--- src/hdl/rmm_pkg.sv ---
// Shared types, constants and codes of the running mean, median and mode core.
package rmm_pkg;

	localparam int VAL_W = 30;
	localparam int CNT_W = 16;
	localparam int DEPTH = 256;
	localparam int IDX_W = $clog2(DEPTH);
	localparam int USED_W = IDX_W + 1;
	localparam int EXP_W = 30;

	localparam logic [VAL_W-1:0] PRIME = VAL_W'(1000000007);
	localparam logic [EXP_W-1:0] FERMAT_EXP = EXP_W'(1000000005);
	localparam logic [CNT_W-1:0] CNT_MAX = '1;

	typedef enum logic [1:0] {
		REQ_INSERT = 2'd0,
		REQ_REMOVE = 2'd1,
		REQ_QUERY = 2'd2,
		REQ_SPARE = 2'd3
	} req_t;

	typedef enum logic [1:0] {
		ST_OK = 2'd0,
		ST_EMPTY = 2'd1,
		ST_ABSENT = 2'd2,
		ST_FULL = 2'd3
	} status_t;

	typedef struct packed {
		logic [VAL_W-1:0] val;
		logic [CNT_W-1:0] cnt;
	} entry_t;

	typedef struct packed {
		logic go;
		logic [VAL_W-1:0] a;
		logic [VAL_W-1:0] b;
	} mul_req_t;

	typedef struct packed {
		logic done;
		logic [VAL_W-1:0] y;
	} mul_rsp_t;

endpackage

--- src/hdl/rmm_modmul.sv ---
// Bit-serial modular multiplier, two multiplier bits per cycle.
module rmm_modmul (
	input  logic              clk,
	input  logic              arst_n,
	input  rmm_pkg::mul_req_t req,
	output rmm_pkg::mul_rsp_t rsp
);
	import rmm_pkg::*;

	localparam int STEPS = VAL_W / 2;
	localparam int CW = $clog2(STEPS + 1);

	logic [VAL_W-1:0] a_q, b_q, acc_q;
	logic [CW-1:0]    cnt_q;
	logic             run_q, done_q;
	logic [VAL_W-1:0] mid, nxt;

	function automatic logic [VAL_W-1:0] step(input logic [VAL_W-1:0] acc,
		input logic bit_in, input logic [VAL_W-1:0] a);
		logic [VAL_W+1:0] t;
		logic [VAL_W+1:0] p1;
		logic [VAL_W+1:0] p2;
		p1 = {2'b00, PRIME};
		p2 = {1'b0, PRIME, 1'b0};
		t = {1'b0, acc, 1'b0} + (bit_in ? {2'b00, a} : '0);
		if (t >= p2) begin
			t = t - p2;
		end else if (t >= p1) begin
			t = t - p1;
		end
		return t[VAL_W-1:0];
	endfunction

	assign mid = step(acc_q, b_q[VAL_W-1], a_q);
	assign nxt = step(mid, b_q[VAL_W-2], a_q);

	always_ff @(posedge clk or negedge arst_n) begin
		if (!arst_n) begin
			run_q <= 1'b0;
			done_q <= 1'b0;
			cnt_q <= '0;
		end else begin
			done_q <= 1'b0;
			if (req.go) begin
				run_q <= 1'b1;
				cnt_q <= CW'(STEPS);
			end else if (run_q) begin
				cnt_q <= cnt_q - 1'b1;
				if (cnt_q == CW'(1)) begin
					run_q <= 1'b0;
					done_q <= 1'b1;
				end
			end
		end
	end

	always_ff @(posedge clk) begin
		if (req.go) begin
			a_q <= req.a;
			b_q <= req.b;
			acc_q <= '0;
		end else if (run_q) begin
			acc_q <= nxt;
			b_q <= {b_q[VAL_W-3:0], 2'b00};
		end
	end

	assign rsp.done = done_q;
	assign rsp.y = acc_q;
endmodule

--- config.mk ---
export PLATFORM = sky130hd
export DESIGN_NAME = rmm_modmul
export DESIGN_NICKNAME = d
export VERILOG_FILES = /design/src/hdl/rmm_pkg.sv /design/src/hdl/rmm_modmul.sv
export SDC_FILE = /design/constraint.sdc
export NUM_CORES = 1
export LEC_CHECK = 0
export BUFFER_PORTS_ARGS = -buffer_cell sky130_fd_sc_hd__clkbuf_2
export CELL_PAD_IN_SITES_DETAIL_PLACEMENT = 1
export CELL_PAD_IN_SITES_GLOBAL_PLACEMENT = 1
export CORE_MARGIN = 3
export CORE_UTILIZATION = 44
export DETAILED_ROUTE_END_ITERATION = 7
export GPL_TIMING_DRIVEN = 0
export PLACE_DENSITY_LB_ADDON = 0.12
export SKIP_LAST_GASP = 1
export SYNTH_ARGS = -nofsm -noshare
export SYNTH_HDL_FRONTEND = slang
export SYNTH_SLANG_ARGS = --single-unit
--- constraint.sdc ---
create_clock -name clk -period 15.1 [get_ports clk]
set_input_delay 0 -clock clk [delete_from_list [all_inputs] [get_ports clk]]
set_output_delay 0 -clock clk [all_outputs]
set_load 0.02 [all_outputs]
==> impl_results.md, run 1 <==
* Outcome: finished clean
* Clock sink count at 96
* Synth Area in Adders at 0.08295
* Starting Density at 0.4541
* Final net count at 1,580
* Cell total after placement at 1,689
* Final cell count without fillers at ~1,800
* Worst-Margin Slew at 1133 ps
* Synth Area in XOR/XNOR at 0.07696
* Achievable frequency at 84.91 MHz
* DR WL/cell at 22.06 um
* Clk slew on worst S/H paths at 90 ps
* Critical path class: flop to flop
* H-tree depth at 3
* Fraction of layout cells with a size suffix above 1 at 0.1265
* DIE WIDTH at between 150 and 200 um
* CP Data Required Time at 15,330 ps
* Area share of the largest cell type after synthesis at 0.1726
* Largest net degree at the start of global routing at 32
* Fin util at 0.5315
* Row cnt at 55
* Most area-hungry cell type in the Yosys netlist: edfxtp_1
* CTS tree: yes
* Worst Hold Class: input port to flop
* Clock tree buffer depth at 2
* Placer congestion estimate at 0.9169
* Syn. warnings at 0
* Routed wire length at 38.98 mm
* Top FF cell, synth: edfxtp_1
* Detailed Routing Iterations Pass 1 at 5
* Crit path time final at 11,780 ps
* Critical path launch point type: flop
* Die area at 25,610 um^2
* Syn Area/Cell at 8.135 um^2
* R2r endpoint: acc_q[15]
* First-pass GRT wire length at 60.91 mm
* Fin crit share at 0.7799
* Critical Path Source: b_q[29]
* Synth unique cells at 100
* # IOs at 94
* Unrepaired setup endpoints after global routing: no
* Area Overhead vs Synth at 17.05%
* GRT Total Usage at 0.2988
* R2R depth at 35
* Final global-route overflow total at 0
* Vias at 10,850
* Syn Inst Count at 1,283
* Via density at between 6 and 7
* Crit Path Max Fanout at 10
* Critical path arrival at 12,010 ps
* Synth top area cells: edfxtp_1 (17%), ha_1 (7.9%), dfxtp_1 (5.8%), a21oi_1 (5.1%), xnor2_1 (5.0%)
* Yosys reg bits at 96
* Flop2flop setup slack at 3320 ps
* Synth Area in Compound Gates at 0.2830
* CP max stage delay at ~850 ps
* Reg2Reg Launch Point: b_q[29]
* Post-synthesis mux area share at 0.04316
* Worst Setup EP: acc_q[15]
* Initial antenna violation count at 0
* Antenna viol nets, final at 0
* Hold Worst Slack at around 340 ps
* Setup tns final at 0 ps
* Starting DRT DRC Count at just under 800
* Synth Cell Area at between 10,000 and 15,000 um^2
* Root Buffer: clkbuf_16
* Largest family of logic cells by synthesized area: compound AO/OA/AOI/OAI gates
* Ant. Diodes at 0
* Maxcap violations at 0
* Slowest stage cell on the critical path: a2111oi_0
* Filler instances at 2,891
* Die height at 160.0 um
* Max_slew headroom at 0.2436
* Final count of negative-setup-slack endpoints at 0
* Area of the core at between 20,000 and 25,000 um^2
* DRC Markers at 0
* Clk_skew at ~15 ps
* Post-synthesis simple-gate area fraction at 0.2304
* Async set or reset register ratio after synthesis at 0.06250
* Syn nets at 1,414
* Clock Latency Late Sink at 370 ps
* Post-CTS Resized at 0
* Total CTS buffers at 9
* Pins Over Slew Limit at 0
* Worst setup EP type: flop
* Post-synth EDFFs at 60
* Register area share after synthesis at 0.2445
* IO Port Bufs at 93
* Hold Fails Final Rpt at 0
* Vias in the first global route at ~11,000
* Post-DP HPWL at between 30 and 40 mm
[per-stage QoR]
stage	instance area [um^2]	worst slack, ps
floorplan	10440	6469
global placement	11290	3757
detailed placement	11290	3543
CTS	12220	3469
global route	12220	2490
finish	12220	3323
[sequential cells by signal, summed over array words and instances, names as in the netlist]
signal / cells
a_q: 30
acc_q: 30
b_q: 30
cnt_q: 4
done_q: 1
run_q: 1
[critical path, delay by kind of cell, from the launching register on]
kind | cells | cell delay, ps
simple gates | 3 | 500
buf+inv | 6 | 2080
xor+xnor | 1 | 300
mux | 2 | 700
flops | 1 | 460
fa+ha+maj | 2 | 530
compound gates | 21 | 7020
[cell type report]
class / count / area (um^2) / share of cell area
Sequential cell: 96 / 2552 / 0.2089
Buffer: 63 / 271.5 / 0.02222
Tap cell: 313 / 391.6 / 0.03206
Timing Repair Buffer: 155 / 1086 / 0.08890
Clock buffer: 10 / 239.0 / 0.01956
Multi-Input combinational cell: 1088 / 7478 / 0.6121
Inverter: 36 / 135.1 / 0.01106
Clock inverter: 6 / 62.56 / 0.005121
[worst min-delay path by stage]
stage	from	end	slack [ps]	depth (start not counted)
floorplan	arst_n	cnt_q[0]	-300	0
global placement	arst_n	done_q	-170	1
detailed placement	arst_n	done_q	-170	1
CTS	req[43]	a_q[13]	340	2
global route	req[34]	a_q[4]	350	2
finish	req[30]	a_q[0]	340	2
[cells in the final DEF, fill, tap and decap left out, drive strengths merged, types with 10 or more instances in the layout]
master / n
edfxtp: 60
xor2: 30
o21ai: 88
ha: 66
clkbuf: 155
nand2b: 19
nand2: 107
o2111ai: 12
nand4: 14
mux2: 30
inv: 37
o21a: 13
mux2i: 10
a21oi: 110
dlygate4sd3: 62
xnor2: 60
buf: 11
nand3: 45
a21o: 36
and2: 83
o31ai: 12
a211oi: 17
dfxtp: 30
nor2: 80
a31oi: 23
nor3: 29
a211o: 13
and3: 28
nor4: 13
[cells in the mapped netlist, types with 4 or more instances]
master / instances
a2111oi_0: 6
a211o_1: 13
a211oi_1: 16
a21boi_0: 6
a21o_1: 36
a21oi_1: 106
a311o_1: 5
a31oi_1: 21
and2_1: 82
and3_1: 28
and4_1: 5
buf_2: 4
clkbuf_1: 52
dfrtp_1: 6
dfxtp_1: 30
edfxtp_1: 60
ha_1: 66
inv_1: 35
mux2_2: 30
mux2i_1: 9
nand2_1: 106
nand2b_1: 19
nand3_1: 45
nand4_1: 14
nor2_1: 80
nor2b_1: 4
nor3_1: 29
nor4_1: 13
o2111ai_1: 12
o211a_1: 4
o211ai_1: 9
o21a_1: 13
o21ai_0: 77
o21ai_1: 11
o21bai_1: 6
o22ai_1: 9
o311ai_0: 5
o31a_1: 8
o31ai_1: 11
o32ai_1: 4
or2_2: 9
or3_1: 7
xnor2_1: 59
xor2_1: 29
[metal layers]
layer / share of wire / GRT usage
met4: 0.031 / 0.09349
met1: 0.45 / 0.3947
met2: 0.47 / 0.5045
met3: 0.046 / 0.04410
met5: 0 / 0
[timing repair]
| item | CTS | global route |
|---|---|---|
| setup buffers | 0 | 0 |
| hold buffers | 62 | 0 |
| endpoints found under the hold margin | 66 | 0 |
[logic make-up (layout without fill, tap and decap cells)]
family	count (synthesis)	in the layout
AOI/OAI and AO/OA	428	428
xor gates and xnor gates	90	90
adders and majority gates	68	68
buffers and inverters	99	270
DFF	96	96
muxes	40	40
and+or+nand+nor	462	462
Power of run 1 is not shown: default switching activity piles up to over one toggle a cycle in this logic, so the estimate is an artifact.
==> run 2, diff against run 1 <==
CORE_UTILIZATION = 42   (was 44)
clock period = 10.23 ns   (was 15.1 ns; I/O delays follow)
==> run 2 against run 1 <==
Compared with the run above:
- wire length grew 1.3%
- clock skew is 4.1 ps lower
- register-to-register slack got worse by 3000 ps
- cell area increased by 4.0%
- critical path type unchanged
==> impl_results.md, run 2 (synthesis gave the netlist of run 1 again) <==
* Largest regs: a_q (30), acc_q (30), b_q (30)
* Ant. Diodes at 0
* Post-DP HPWL at 30.18 mm
* CP Data Required Time at 10,470 ps
* CTS tree: yes
* Routed wire length at 39.50 mm
* Final count of negative-setup-slack endpoints at 0
* Maxcap violations at 0
* Antenna viol nets, final at 0
* Critical path launch point type: flop
* Outcome: finished clean
* Starting Density at 0.4279
* Clock tree buffer depth at 2
* Reg2Reg Launch Point: b_q[29]
* Final global-route overflow total at 0
* Highest metal used: met4
* Placer congestion estimate at ~0.92
* GRT Total Usage at 0.2906
* CP max stage delay at 560 ps
* Worst Hold Class: input port to flop
* Detailed Routing Iterations Pass 1 at 5
* Initial antenna violation count at 1
* Setup tns final at 0 ps
* Critical Path Source: b_q[29]
* Die area at 26,780 um^2
* Filler instances at 2,976
* Most common cell after layout, fill and taps aside: nand2_1
* Clock Latency Late Sink at 370 ps
* Starting DRT DRC Count at 633
* Row cnt at 57
* Area Overhead vs Synth at 21.67%
* First-pass GRT wire length at 61.01 mm
* Met2 wire len at 18.92 mm
* Final net count at 1,592
* IO Port Bufs at 93
* Fin crit share at 0.9647
* Root Buffer: clkbuf_16
* DR WL/cell at 22.06 um
* Routed length on met1 at 17.45 mm
* Max_slew headroom at 0.2489
* Vias at 10,980
* Pins Over Slew Limit at 0
* Clk_skew at ~11 ps
* Area of the core at 24,390 um^2
* Buf/Inv on CP at 5
* Area of the multi-input gates at a little under 8000 um^2
* Critical path class: flop to flop
* Clk slew on worst S/H paths at ~90 ps
* Fraction of layout cells with a size suffix above 1 at 0.1685
* Min-Delay Startpoint: req[30]
* Most frequent cells in the layout: nand2_1 (106), a21oi_1 (101), clkbuf_2 (95)
* Via density at around 6
* Largest net degree at the start of global routing at 32
* Slowest stage cell on the critical path: or4_4
* Cell family contributing the most delay on the critical path: compound AO/OA/AOI/OAI gates
* Critical path arrival at between 10,000 and 15,000 ps
* Register area at approximately 2600 um^2
* Total CTS buffers at 9
* H-tree depth at 3
* Worst setup EP type: flop
* Clock sink count at 96
* Crit Path Max Fanout at 10
* Hold Fails Final Rpt at 0
* Worst-Margin Slew at 1125 ps
* DRC Markers at 0
* Vias in the first global route at 10,990
* # IOs at 94
* Met3 wire len at 1.831 mm
* Crit path time final at 9869 ps
* Achievable frequency at 101.3 MHz
* Die height at 163.6 um
* DIE WIDTH at 163.6 um
-- run 2: cell types whose count changed in the layout (fill, tap and decap cells not counted), moves of 4 or more --
| cell | before | now |
|---|---|---|
| a21oi_1 | 106 | 101 |
| a21oi_2 | 3 | 7 |
| buf_4 | 2 | 17 |
| clkbuf_1 | 52 | 42 |
| xor2_1 | 29 | 25 |
-- run 2: worst register-to-register path, delay by kind of cell, from the launching register on --
family                     cells  cell delay [ps]
AOI/OAI and AO/OA             18             4800
muxes                          1              230
adders and majority gates      4             1280
DFF                            1              490
and+or+nand+nor                5             1290
xor gates and xnor gates       3              680
buffers and inverters          5             1000
-- run 2: final cells by class --
| class | count | area share |
|---|---|---|
| clock inverters | 7 | 0.007783 |
| clock buffers | 9 | 0.01773 |
| flip-flops and latches | 96 | 0.2010 |
| multi-input cells | 1088 | 0.6136 |
| well taps | 324 | 0.03192 |
| inverters | 36 | 0.01064 |
| plain buffers | 59 | 0.02138 |
| repair buffers | 171 | 0.09596 |
-- run 2: worst paths after layout --
kind / end / slack (ps) / depth (start not counted)
worst min-delay path: a_q[0] / 340 / 2
max in group asynchronous: run_q / 9450 / 3
worst max-delay path: acc_q[15] / 360 / 36
worst min register to register: acc_q[15] / 520 / 2
min in group asynchronous: done_q / 550 / 3
worst max register to register: acc_q[15] / 360 / 36
-- run 2: what timing repair did --
| action | CTS | global route |
|---|---|---|
| pin swaps | 2 | 9 |
| hold buffers | 62 | 0 |
| hold endpoints to repair | 66 | 0 |
| resized for setup | 31 | 43 |
| setup buffers | 2 | 14 |
| gates cloned | 0 | 0 |
| setup endpoints to repair | 30 | 30 |
-- run 2: per-layer routing --
layer / global-route usage / up-vias
met5: 0 / -
met4: 0.09381 / 0
met3: 0.02688 / 70
met2: 0.4925 / 300
met1: 0.3898 / 5423
li1: - / 5184
-- run 2: per-stage QoR --
stage	utilization	instance area [um^2]	std cells	hold slack, ps	setup slack [ps]
floorplan	-	10440	1283	-295.6	1599
global placement	0.4636	11310	1700	-162.9	-1120
detailed placement	0.4636	11310	1700	-161.5	-1099
CTS	0.5093	12420	1779	334.5	16.35
global route	0.5207	12700	1790	343.7	-65.24
finish	0.5207	12700	1790	339.6	360.8
Power of run 2 is left out for the same reason.
