`src/hdl/rmm_ram.sv`:
```
// Generic single write port RAM with one registered read port.
module rmm_ram #(
	parameter int W = 8,
	parameter int D = 16
) (
	input  logic                 clk,
	input  logic                 we,
	input  logic [$clog2(D)-1:0] waddr,
	input  logic [W-1:0]         wdata,
	input  logic [$clog2(D)-1:0] raddr,
	output logic [W-1:0]         rdata
);
	logic [W-1:0] mem_q [D];

	always_ff @(posedge clk) begin
		if (we) begin
			mem_q[waddr] <= wdata;
		end
		rdata <= mem_q[raddr];
	end
endmodule

```
`config.mk`:
```
export PLATFORM = sky130hd
export DESIGN_NAME = rmm_ram
export DESIGN_NICKNAME = d
export VERILOG_FILES = /design/src/hdl/rmm_ram.sv
export SDC_FILE = /design/constraint.sdc
export NUM_CORES = 1
export LEC_CHECK = 0
export ABC_AREA = 1
export BUFFER_PORTS_ARGS = -buffer_cell sky130_fd_sc_hd__buf_2
export CAP_MARGIN = 20
export CORE_UTILIZATION = 45
export DETAILED_ROUTE_END_ITERATION = 10
export PLACE_DENSITY = 0.69
export SLEW_MARGIN = 40
export SYNTH_ARGS = -nofsm -noshare
export SYNTH_HDL_FRONTEND = slang
export SYNTH_SLANG_ARGS = --single-unit
```
`constraint.sdc`:
```
create_clock -name clk -period 1.4 [get_ports clk]
set_input_delay 0.28 -clock clk [delete_from_list [all_inputs] [get_ports clk]]
set_output_delay 0.28 -clock clk [all_outputs]
set_load 0.02 [all_outputs]
```
==> results of run 1 <==
[tightest hold or removal path, delay by kind of cell]
| family | cells | cell delay, ns |
|---|---|---|
| buffers and inverters | 1 | 0.18 |
| AND/OR/NAND/NOR | 2 | 0.15 |
[cell families (layout without fill, tap and decap cells)]
logic type / after synthesis / count (layout) / synth area share, %
flops: 136 / 136 / 69.4
simple gates: 289 / 289 / 21.0
buf+inv: 126 / 185 / 9.52
[final cells by class]
| cell class | count | area, µm² | area share, % |
|---|---|---|---|
| timing repair buffer | 51 | 395 | 5.76 |
| tap | 168 | 210 | 3.06 |
| multi-input combinational | 289 | 1210 | 17.7 |
| inverter | 102 | 383 | 5.58 |
| clock buffer | 17 | 425 | 6.20 |
| sequential | 136 | 4000 | 58.3 |
| clock inverter | 15 | 231 | 3.37 |
[layout by cell type, fill, tap and decap left out, drive strengths merged, types with 6 or more instances in the layout]
master / n
bufinv: 6
clkbuf: 17
nor2: 17
nand3: 97
buf: 51
inv: 102
nand2: 173
dfxtp: 8
edfxtp: 128
clkinv: 6
[stage by stage]
step           std cells  setup WS, ns
3_3_place_gp         746        0.0159
6_report             778         0.183
5_1_grt              778         0.153
4_1_cts              778         0.153
2_1_floorplan        551         0.169
3_5_place_dp         746        0.0374
[layer usage]
layer  GRT usage (%)  vias up
li1                -     1865
met1            27.2     1828
met2            34.6      170
met3            6.33       24
met4            12.0        0
met5               0        -
[where the power goes]
| group | switching [mW] | internal (mW) |
|---|---|---|
| sequential | 0.0252 | 4.55 |
| combinational | 0.426 | 0.189 |
| clock | 1.63 | 3.31 |
[path summary, 6_finish.rpt]
kind,from,endpoint,slack (ns),cells past startpoint
min reg2reg,mem_q[15][7],rdata[7],0.69,6
min,raddr[3],rdata[3],0.23,3
max,rdata[3],rdata[3],0.18,1
max reg2reg,mem_q[1][7],rdata[7],0.35,6
[registers in the layout (all words and copies together), names as in the netlist]
register	count
mem_q	128
rdata	8
==> impl_metrics.prom, run 1 <==
# TYPE chip_impl_metric gauge
chip_impl_metric{name="fin_setup_tns",unit="ns"} 0
chip_impl_info{name="dominantRegCellSynth",value="edfxtp_1"} 1
chip_impl_info{name="timing.hold.worst.class",value="in -> reg"} 1
chip_impl_metric{name="final_hold_viol_count",unit=""} 0
chip_impl_metric{name="critPathBufInv",unit=""} 1
chip_impl_metric{name="critPathArrivalTime",unit="ns"} 0.94
chip_impl_metric{name="netlist_area",unit="mm²"} 0.00577
chip_impl_metric{name="fin_worst_skew",unit="ns"} 0.00780
chip_impl_metric{name="dr_total_vias",unit=""} 3887
chip_impl_metric{name="report.power.total",unit="mW"} 10.1
chip_impl_metric{name="rows",unit=""} 40
chip_impl_metric{name="htree_levels",unit=""} 4
chip_impl_metric{name="tritoncts_num_sinks",unit=""} 136
chip_impl_metric{name="grt_start_max_net_pins",unit=""} 65
chip_impl_metric{name="grt_overflow",unit=""} 0
chip_impl_metric{name="core_area",unit="mm²"} 0.0123
chip_impl_metric{name="final_design_area_no_fill",unit="mm²"} 0.00686
chip_impl_metric{name="nets_in_the_synthesized_netlist",unit=""} 569
chip_impl_metric{name="num-fill-cells",unit=""} 1028
chip_impl_metric{name="wl_met3",unit="µm"} 965
chip_impl_metric{name="max_slew_margin",unit="%"} 72.1
chip_impl_info{name="run_status",value="finished, final reports clean"} 1
chip_impl_metric{name="leakagePower",unit="nW"} 2.99
chip_impl_metric{name="die-area",unit="mm²"} 0.0133
chip_impl_metric{name="synthDistinctLibCells",unit=""} 12
chip_impl_metric{name="ys.warnings.count",unit=""} 0
chip_impl_info{name="crit_path_cell_trace",value="buf_2"} 1
chip_impl_metric{name="cpPeakStageDelay",unit="ns"} 0.34
chip_impl_metric{name="syn_area_per_cell",unit="µm²"} 10.5
chip_impl_metric{name="peak_supply_drop",unit="µV"} 1060
chip_impl_metric{name="detailed_place.area",unit="mm²"} 0.00621
chip_impl_metric{name="clkTransAtPathRegs",unit="ns"} 0.06
chip_impl_metric{name="synth-seq-cells",unit=""} 136
chip_impl_metric{name="global_route_wire_length_before_repair",unit="µm"} 20200
chip_impl_metric{name="detail_route.wirelength.met1",unit="µm"} 5250
chip_impl_info{name="crit_family",value="flip-flops"} 1
chip_impl_metric{name="area_delta_synth_final",unit="%"} 19.0
chip_impl_metric{name="whs",unit="ns"} 0.231
chip_impl_metric{name="dieWidth",unit="µm"} 115
chip_impl_metric{name="setup_viol_count_final",unit=""} 0
chip_impl_metric{name="wl_met2",unit="µm"} 6390
chip_impl_info{name="yosys-top-cells-count",value="nand2_1, edfxtp_1, inv_1"} 1
chip_impl_metric{name="fp.dieH",unit="µm"} 115
chip_impl_metric{name="postCtsHoldBufs",unit=""} 0
chip_impl_metric{name="cp_max_fo",unit=""} 1
chip_impl_info{name="top_signal_layer_used",value="met4"} 1
chip_impl_metric{name="detailed_routing_iterations_pass_1",unit=""} 5
chip_impl_metric{name="period_minus_slack",unit="ns"} 1.22
chip_impl_metric{name="io_pins",unit=""} 26
chip_impl_metric{name="wl_per_cell",unit="µm"} 16.7
chip_impl_info{name="yosys.cell_count.top_type",value="nand2_1"} 1
chip_impl_info{name="cp_endpoint_kind",value="output port"} 1
chip_impl_metric{name="first_global_vias",unit=""} 3787
chip_impl_metric{name="final_layout_size_suffix_gt1_share",unit="%"} 13.8
chip_impl_info{name="synth_area_leader_cell",value="edfxtp_1"} 1
chip_impl_metric{name="drt_iter0_markers",unit=""} 344
chip_impl_metric{name="final_max_slew_viol_count",unit=""} 0
chip_impl_metric{name="fin_crit_sh",unit="%"} 86.9
chip_impl_metric{name="finish.net_count",unit=""} 615
chip_impl_metric{name="avgViaCountPerCell",unit=""} 5.00
chip_impl_info{name="cts_tree",value="yes"} 1
chip_impl_metric{name="yosys.area.top_type_share",unit="%"} 66.7
chip_impl_metric{name="floorplan.initialDensity",unit="%"} 47.0
chip_impl_metric{name="synthesis.instances",unit=""} 551
chip_impl_info{name="critPathSlowestCell",value="dfxtp_1"} 1
chip_impl_metric{name="critical_path_required",unit="ns"} 1.12
chip_impl_metric{name="sequential_cell_area_fraction_in_the_yosys_report",unit="%"} 69.4
chip_impl_metric{name="place.detailed.hpwl",unit="µm"} 7710
chip_impl_metric{name="total_length_of_routed_wires",unit="µm"} 13000
chip_impl_metric{name="cts_resized",unit=""} 0
chip_impl_metric{name="cts.repair_timing.setup_buffer_count",unit=""} 0
chip_impl_metric{name="antenna_cells_inserted",unit=""} 0
chip_impl_info{name="unrepaired_setup_endpoints_after_global_routing",value="no"} 1
chip_impl_info{name="critical_path_class",value="reg -> out"} 1
chip_impl_metric{name="p_per_area",unit="mW/mm²"} 1480
chip_impl_metric{name="gpl.final_weighted_congestion",unit=""} 0.858
chip_impl_metric{name="post-route-util",unit="%"} 56.0
chip_impl_metric{name="max_freq",unit="MHz"} 822
chip_impl_metric{name="clkLatencyLatePin",unit="ns"} 0.43
chip_impl_info{name="netlist_top_cells_area",value="edfxtp_1, nand2_1, nand3_1, inv_1, dfxtp_1"} 1
chip_impl_metric{name="drv_cap",unit=""} 0
chip_impl_metric{name="grt_antenna_before_repair",unit=""} 0
chip_impl_metric{name="async_s_r_ff_share_synth",unit="%"} 0
chip_impl_metric{name="cts_max_path_buffers",unit=""} 2
chip_impl_metric{name="route.detailed.drc",unit=""} 0
chip_impl_metric{name="synth-edff-count",unit=""} 128
chip_impl_metric{name="ant_nets",unit=""} 0
chip_impl_metric{name="worstMarginPinSlew",unit="ns"} 0.419
chip_impl_metric{name="port_buffers",unit=""} 25
chip_impl_metric{name="globalRouteTotalUtil",unit="%"} 21.9
chip_impl_info{name="root_buffer",value="clkbuf_16"} 1
chip_impl_info{name="worstSetupStartpointType",value="register"} 1
chip_impl_metric{name="cts_made_buffers",unit=""} 17
(Power assumes the default switching activity.)
==> run 2: changes to the inputs <==
--- a/config.mk
+++ b/config.mk
@@ -8,9 +8,11 @@
 export ABC_AREA = 1
 export BUFFER_PORTS_ARGS = -buffer_cell sky130_fd_sc_hd__buf_2
 export CAP_MARGIN = 20
+export CORE_MARGIN = 1.5
 export CORE_UTILIZATION = 45
 export DETAILED_ROUTE_END_ITERATION = 10
 export PLACE_DENSITY = 0.69
+export SETUP_SLACK_MARGIN = 0.4
 export SLEW_MARGIN = 40
 export SYNTH_ARGS = -nofsm -noshare
 export SYNTH_HDL_FRONTEND = slang
==> impl_metrics.prom, run 2 (synthesized netlist as in run 1, its figures left out) <==
# TYPE chip_impl_metric gauge
chip_impl_metric{name="dr_total_vias",unit=""} 3870
chip_impl_metric{name="wl_per_cell",unit="µm"} 16.6
chip_impl_info{name="final_cell_mix",value="nand2_1, edfxtp_1, inv_1"} 1
chip_impl_metric{name="postCtsHoldBufs",unit=""} 0
chip_impl_metric{name="cts_made_buffers",unit=""} 17
chip_impl_info{name="timing.hold.worst.class",value="in -> reg"} 1
chip_impl_metric{name="critPathArrivalTime",unit="ns"} 0.87
chip_impl_metric{name="post-place-cells",unit=""} 742
chip_impl_metric{name="final_hold_viol_count",unit=""} 0
chip_impl_metric{name="antenna_cells_inserted",unit=""} 0
chip_impl_metric{name="critical_path_required",unit="ns"} 1.12
chip_impl_metric{name="route.detailed.drc",unit=""} 0
chip_impl_metric{name="globalRouteTotalUtil",unit="%"} 20.7
chip_impl_metric{name="grt_overflow",unit=""} 0
chip_impl_metric{name="clkLatencyLatePin",unit="ns"} 0.42
chip_impl_metric{name="period_minus_slack",unit="ns"} 1.15
chip_impl_info{name="critical_path_class",value="reg -> out"} 1
chip_impl_info{name="root_buffer",value="clkbuf_16"} 1
chip_impl_metric{name="cp_max_fo",unit=""} 1
chip_impl_metric{name="cpPeakStageDelay",unit="ns"} 0.34
chip_impl_info{name="worstHoldStart",value="raddr[3]"} 1
chip_impl_metric{name="fp.dieH",unit="µm"} 116
chip_impl_metric{name="avgViaCountPerCell",unit=""} 5.00
chip_impl_metric{name="ant_nets",unit=""} 0
chip_impl_metric{name="final_layout_size_suffix_gt1_share",unit="%"} 24.1
chip_impl_metric{name="htree_levels",unit=""} 4
chip_impl_metric{name="p_per_area",unit="mW/mm²"} 1380
chip_impl_info{name="r2r_start",value="mem_q[5][2]"} 1
chip_impl_metric{name="critPathBufInv",unit=""} 1
chip_impl_metric{name="cts.repair_timing.setup_buffer_count",unit=""} 0
chip_impl_metric{name="clkTransAtPathRegs",unit="ns"} 0.06
chip_impl_metric{name="timing.reg2reg.setup_slack",unit="ns"} 0.42
chip_impl_metric{name="tritoncts_num_sinks",unit=""} 136
chip_impl_metric{name="fin_setup_tns",unit="ns"} 0
chip_impl_metric{name="worstMarginPinSlew",unit="ns"} 0.483
chip_impl_metric{name="place.detailed.hpwl",unit="µm"} 7720
chip_impl_info{name="cp_endpoint_kind",value="output port"} 1
chip_impl_metric{name="dieWidth",unit="µm"} 116
chip_impl_info{name="most_common_cell_after_layout_fill_and_taps_aside",value="nand2_1"} 1
chip_impl_info{name="setup.worst_path.start",value="rdata[1]"} 1
chip_impl_metric{name="fin_worst_skew",unit="ns"} 0.00892
chip_impl_metric{name="area_delta_synth_final",unit="%"} 23.1
chip_impl_metric{name="worst_hold_path.num_cells",unit=""} 3
chip_impl_metric{name="cts_max_path_buffers",unit=""} 2
chip_impl_info{name="unrepaired_setup_endpoints_after_global_routing",value="yes"} 1
chip_impl_metric{name="max_freq",unit="MHz"} 870
chip_impl_metric{name="grt_start_max_net_pins",unit=""} 37
chip_impl_metric{name="detailed_routing_iterations_pass_1",unit=""} 5
chip_impl_info{name="hold_end",value="rdata[6]"} 1
chip_impl_metric{name="whs",unit="ns"} 0.184
chip_impl_metric{name="leakagePower",unit="nW"} 3.01
chip_impl_info{name="cts_tree",value="yes"} 1
chip_impl_metric{name="number_of_flip_flops_in_the_largest_register",unit=""} 128
chip_impl_info{name="reg.largest.list",value="mem_q (128), rdata (8)"} 1
chip_impl_metric{name="final-instance-count-excl-fill",unit=""} 774
chip_impl_info{name="crit_family",value="flip-flops"} 1
chip_impl_metric{name="fin_crit_sh",unit="%"} 82.1
chip_impl_metric{name="gpl.final_weighted_congestion",unit=""} 0.836
chip_impl_metric{name="global_route_wire_length_before_repair",unit="µm"} 20000
chip_impl_metric{name="floorplan.initialDensity",unit="%"} 45.9
chip_impl_metric{name="drt_iter0_markers",unit=""} 271
chip_impl_metric{name="setup_viol_count_final",unit=""} 0
chip_impl_metric{name="max_slew_margin",unit="%"} 67.8
chip_impl_info{name="top_register",value="mem_q"} 1
chip_impl_info{name="crit_path_cell_trace",value="buf_6"} 1
chip_impl_metric{name="die-area",unit="mm²"} 0.0135
chip_impl_metric{name="drv_cap",unit=""} 0
chip_impl_info{name="run_status",value="finished, final reports clean"} 1
chip_impl_metric{name="finish.net_count",unit=""} 607
chip_impl_metric{name="first_global_vias",unit=""} 3684
chip_impl_metric{name="worst-r2r-cell-count",unit=""} 6
chip_impl_metric{name="core_area",unit="mm²"} 0.0126
chip_impl_metric{name="port_buffers",unit=""} 25
chip_impl_info{name="critPathSlowestCell",value="dfxtp_2"} 1
chip_impl_metric{name="peak_supply_drop",unit="µV"} 615
chip_impl_metric{name="rows",unit=""} 41
chip_impl_metric{name="grt_antenna_before_repair",unit=""} 0
chip_impl_info{name="worstSetupStartpointType",value="register"} 1
chip_impl_metric{name="io_pins",unit=""} 26
chip_impl_metric{name="final_max_slew_viol_count",unit=""} 0
chip_impl_metric{name="total_length_of_routed_wires",unit="µm"} 12800
chip_impl_info{name="regToRegEndpoint",value="rdata[2]"} 1
-- run 2: cell count changes in the layout (fill, tap and decap cells not counted), moves of 6 or more --
| cell | before | now |
|---|---|---|
| nand3_2 | 0 | 35 |
| nor2_2 | 0 | 8 |
| nor2_4 | 0 | 9 |
| nor2_1 | 17 | 0 |
| buf_6 | 0 | 9 |
| nand2_1 | 173 | 166 |
| buf_2 | 25 | 17 |
| buf_4 | 20 | 12 |
| dfxtp_2 | 0 | 8 |
| nand3_1 | 97 | 61 |
| dfxtp_1 | 8 | 0 |
| nand2_2 | 0 | 6 |
-- run 2: layer usage --
metal | part of all wire (%) | wire length [µm] | vias up | track usage (%)
li1 | - | - | 1847 | -
met1 | 39 | 5060 | 1859 | 26.0
met2 | 53 | 6750 | 135 | 35.0
met3 | 5.0 | 646 | 29 | 4.05
met4 | 2.9 | 367 | 0 | 9.43
met5 | 0 | 0 | - | 0
-- run 2: power breakdown --
part	switching (mW)	internal [mW]	total [mW]
Sequential	0.0301	4.56	4.59
Combinational	0.480	0.238	0.718
Clock	1.64	2.84	4.48
-- run 2: worst max path at each step --
stage                         endpoint  slack (ns)  cells past startpoint
after global routing          rdata[1]        0.23                      1
after CTS                     rdata[1]        0.23                      1
after detailed placement   mem_q[9][6]        0.02                      4
after floorplan           mem_q[10][0]        0.25                      2
final                         rdata[1]        0.25                      1
after global placement     mem_q[9][7]        0.02                      4
-- run 2: cell type report --
type | count | area (µm²)
Tap cell | 172 | 215
Clock inverter | 12 | 153
Inverter | 102 | 383
Multi-Input combinational cell | 289 | 1510
Sequential cell | 136 | 4010
Clock buffer | 20 | 447
Fill cell | 1019 | 5470
Timing Repair Buffer | 43 | 377
-- run 2: through the flow --
step | instance area, µm² | setup slack (ns) | power [mW] | util [%]
final | 7100 | 0.251 | 9.79 | 56.5
after global routing | 7100 | 0.230 | 10.1 | 56.5
after CTS | 6940 | 0.235 | 9.76 | 55.2
after detailed placement | 6250 | 0.0157 | 5.29 | 49.8
after global placement | 6250 | 0.0220 | 5.28 | 49.8
after floorplan | 5880 | 0.246 | 5.04 | -
-- run 2: what timing repair did --
item / 4_1_cts / 5_1_grt
gates resized for setup: 30 / 34
endpoints found under the setup margin: 13 / 24
pin swaps: 0 / 19
==> run 3: changes to the inputs <==
--- a/config.mk
+++ b/config.mk
@@ -11,7 +11,7 @@
 export CORE_MARGIN = 1.5
 export CORE_UTILIZATION = 45
 export DETAILED_ROUTE_END_ITERATION = 10
-export PLACE_DENSITY = 0.69
+export PLACE_DENSITY = 0.72
 export SETUP_SLACK_MARGIN = 0.4
 export SLEW_MARGIN = 40
 export SYNTH_ARGS = -nofsm -noshare
==> constraint.sdc (replaced) <==
create_clock -name clk -period 1.05 [get_ports clk]
set_input_delay 0.21 -clock clk [delete_from_list [all_inputs] [get_ports clk]]
set_output_delay 0.21 -clock clk [all_outputs]
set_load 0.02 [all_outputs]
==> impl_metrics.prom, run 3 (synthesized netlist as in run 1, its figures left out) <==
# TYPE chip_impl_metric gauge
chip_impl_metric{name="report.power.total",unit="mW"} 12.9
chip_impl_info{name="critical_path_class",value="reg -> out"} 1
chip_impl_metric{name="dr_total_vias",unit=""} 4008
chip_impl_metric{name="peak_supply_drop",unit="µV"} 1030
chip_impl_metric{name="fin_worst_skew",unit="ns"} 0.0104
chip_impl_metric{name="clock_network_power_share",unit="%"} 44.1
chip_impl_metric{name="htree_levels",unit=""} 4
chip_impl_info{name="reg.largest.list",value="mem_q (128), rdata (8)"} 1
chip_impl_info{name="final_cell_mix",value="nand2_1, edfxtp_1, inv_1"} 1
chip_impl_info{name="worstHoldStart",value="raddr[3]"} 1
chip_impl_metric{name="net-switching-power",unit="mW"} 2.97
chip_impl_metric{name="port_buffers",unit=""} 25
chip_impl_metric{name="rows",unit=""} 41
chip_impl_metric{name="globalRouteTotalUtil",unit="%"} 22.0
chip_impl_info{name="failed_checks",value="negative setup slack"} 1
chip_impl_metric{name="worst_hold_path.num_cells",unit=""} 3
chip_impl_metric{name="first_global_vias",unit=""} 4069
chip_impl_metric{name="io_pins",unit=""} 26
chip_impl_metric{name="antenna_cells_inserted",unit=""} 0
chip_impl_metric{name="worstMarginPinSlew",unit="ns"} 0.426
chip_impl_metric{name="clkTransAtPathRegs",unit="ns"} 0.06
chip_impl_metric{name="total_length_of_routed_wires",unit="µm"} 13800
chip_impl_metric{name="avgViaCountPerCell",unit=""} 5.14
chip_impl_metric{name="drt_iter0_markers",unit=""} 290
chip_impl_metric{name="core_area",unit="mm²"} 0.0126
chip_impl_metric{name="p_per_area",unit="mW/mm²"} 1740
chip_impl_metric{name="dieWidth",unit="µm"} 116
chip_impl_metric{name="critPathArrivalTime",unit="ns"} 0.90
chip_impl_metric{name="period_minus_slack",unit="ns"} 1.11
chip_impl_info{name="most_common_cell_after_layout_fill_and_taps_aside",value="nand2_1"} 1
chip_impl_metric{name="timing.reg2reg.setup_slack",unit="ns"} 0.06
chip_impl_info{name="root_buffer",value="clkbuf_16"} 1
chip_impl_metric{name="cp_max_fo",unit=""} 1
chip_impl_metric{name="die-area",unit="mm²"} 0.0135
chip_impl_info{name="unrepaired_setup_endpoints_after_global_routing",value="yes"} 1
chip_impl_metric{name="final_hold_viol_count",unit=""} 0
chip_impl_metric{name="cts_max_path_buffers",unit=""} 2
chip_impl_metric{name="fin_setup_tns",unit="ns"} -0.177
chip_impl_metric{name="power.switching_fraction",unit="%"} 23.1
chip_impl_metric{name="critPathBufInv",unit=""} 1
chip_impl_metric{name="wl_per_cell",unit="µm"} 17.8
chip_impl_info{name="cp_endpoint_kind",value="output port"} 1
chip_impl_metric{name="place.detailed.hpwl",unit="µm"} 8500
chip_impl_metric{name="floorplan.initialDensity",unit="%"} 45.9
chip_impl_info{name="r2r_start",value="mem_q[5][4]"} 1
chip_impl_metric{name="number_of_flip_flops_in_the_largest_register",unit=""} 128
chip_impl_metric{name="cts_made_buffers",unit=""} 17
chip_impl_metric{name="cp_depth",unit=""} 1
chip_impl_metric{name="postCtsHoldBufs",unit=""} 0
chip_impl_info{name="worstSetupStartpointType",value="register"} 1
chip_impl_metric{name="dp_slack",unit="ns"} -0.272
chip_impl_metric{name="setup_viol_count_final",unit=""} 8
chip_impl_metric{name="area_delta_synth_final",unit="%"} 28.3
chip_impl_info{name="crit_path_cell_trace",value="buf_6"} 1
chip_impl_metric{name="gpl.final_weighted_congestion",unit=""} 0.939
chip_impl_metric{name="final_max_slew_viol_count",unit=""} 0
chip_impl_info{name="critPathSlowestCell",value="dfxtp_2"} 1
chip_impl_metric{name="worst-r2r-cell-count",unit=""} 6
chip_impl_info{name="hold_end",value="rdata[7]"} 1
chip_impl_info{name="crit_family",value="flip-flops"} 1
chip_impl_metric{name="route.detailed.drc",unit=""} 0
chip_impl_metric{name="global_route_wire_length_before_repair",unit="µm"} 21500
chip_impl_info{name="regToRegEndpoint",value="rdata[4]"} 1
chip_impl_metric{name="leakagePower",unit="nW"} 3.08
chip_impl_metric{name="grt_overflow",unit=""} 0
chip_impl_metric{name="tritoncts_num_sinks",unit=""} 136
chip_impl_metric{name="max_slew_margin",unit="%"} 71.6
chip_impl_metric{name="critical_path_required",unit="ns"} 0.84
chip_impl_metric{name="clkLatencyLatePin",unit="ns"} 0.42
chip_impl_metric{name="cpPeakStageDelay",unit="ns"} 0.36
chip_impl_metric{name="ant_nets",unit=""} 0
chip_impl_metric{name="p_int",unit="mW"} 9.90
chip_impl_info{name="timing.hold.worst.class",value="in -> reg"} 1
chip_impl_metric{name="final.setup.worst_slack",unit="ns"} -0.0557
chip_impl_metric{name="grt_antenna_before_repair",unit=""} 0
chip_impl_info{name="run_status",value="finished with violations"} 1
chip_impl_metric{name="grt_start_max_net_pins",unit=""} 38
chip_impl_info{name="cts_tree",value="yes"} 1
chip_impl_metric{name="max_freq",unit="MHz"} 904
chip_impl_metric{name="power.combinational.fraction",unit="%"} 8.3
chip_impl_metric{name="drv_cap",unit=""} 0
chip_impl_info{name="top_register",value="mem_q"} 1
chip_impl_metric{name="final_layout_size_suffix_gt1_share",unit="%"} 31.7
chip_impl_metric{name="post-route-util",unit="%"} 58.9
chip_impl_metric{name="detailed_routing_iterations_pass_1",unit=""} 7
chip_impl_metric{name="finish.net_count",unit=""} 613
chip_impl_metric{name="fp.dieH",unit="µm"} 116
chip_impl_metric{name="fin_crit_sh",unit="%"} 105
chip_impl_metric{name="seqPwrFrac",unit="%"} 47.6
==> run 3: worst max path at each step <==
stage,from,to
after floorplan,waddr[2],mem_q[10][0]
after global placement,raddr[0],rdata[6]
after detailed placement,raddr[0],rdata[6]
after CTS,rdata[6],rdata[6]
after global routing,rdata[6],rdata[6]
final,rdata[6],rdata[6]
==> run 3: cell type report <==
cell class | count | area (µm²)
Multi-Input combinational cell | 289 | 1730
Inverter | 102 | 400
Sequential cell | 136 | 4010
Clock buffer | 18 | 429
Timing Repair Buffer | 49 | 482
Clock inverter | 14 | 134
Fill cell | 968 | 5170
Tap cell | 172 | 215
==> run 3: power groups by stage <==
| stage | Sequential, mW | Clock [mW] | Combinational (mW) |
|---|---|---|---|
| after floorplan | 6.26 | 0 | 0.515 |
| after global placement | 6.22 | 0 | 0.840 |
| after detailed placement | 6.22 | 0 | 0.863 |
| after CTS | 6.13 | 5.70 | 1.02 |
| after global routing | 6.14 | 5.99 | 1.15 |
| final | 6.13 | 5.67 | 1.07 |
==> run 3: per-layer routing <==
layer  vias up  track usage, %  part of all wire (%)
met4         0            8.94                   3.0
met5         -               0                     0
met3        34            4.77                   5.9
met1      1937            28.0                    40
met2       167            36.8                    51
li1       1870               -                     -
==> run 3: repair_timing <==
action	CTS	global route
pin swaps	42	30
cloned	0	0
endpoints found under the setup margin	144	144
buffers inserted	2	0
resized for setup	94	31
==> run 3: through the flow <==
step | instances | hold slack [ns] | instance area (µm²)
finish | 780 | 0.107 | 7400
global route | 780 | 0.129 | 7400
CTS | 780 | 0.0954 | 7270
floorplan | 551 | 0.309 | 6030
global placement | 746 | 0.509 | 6320
detailed placement | 746 | 0.514 | 6320
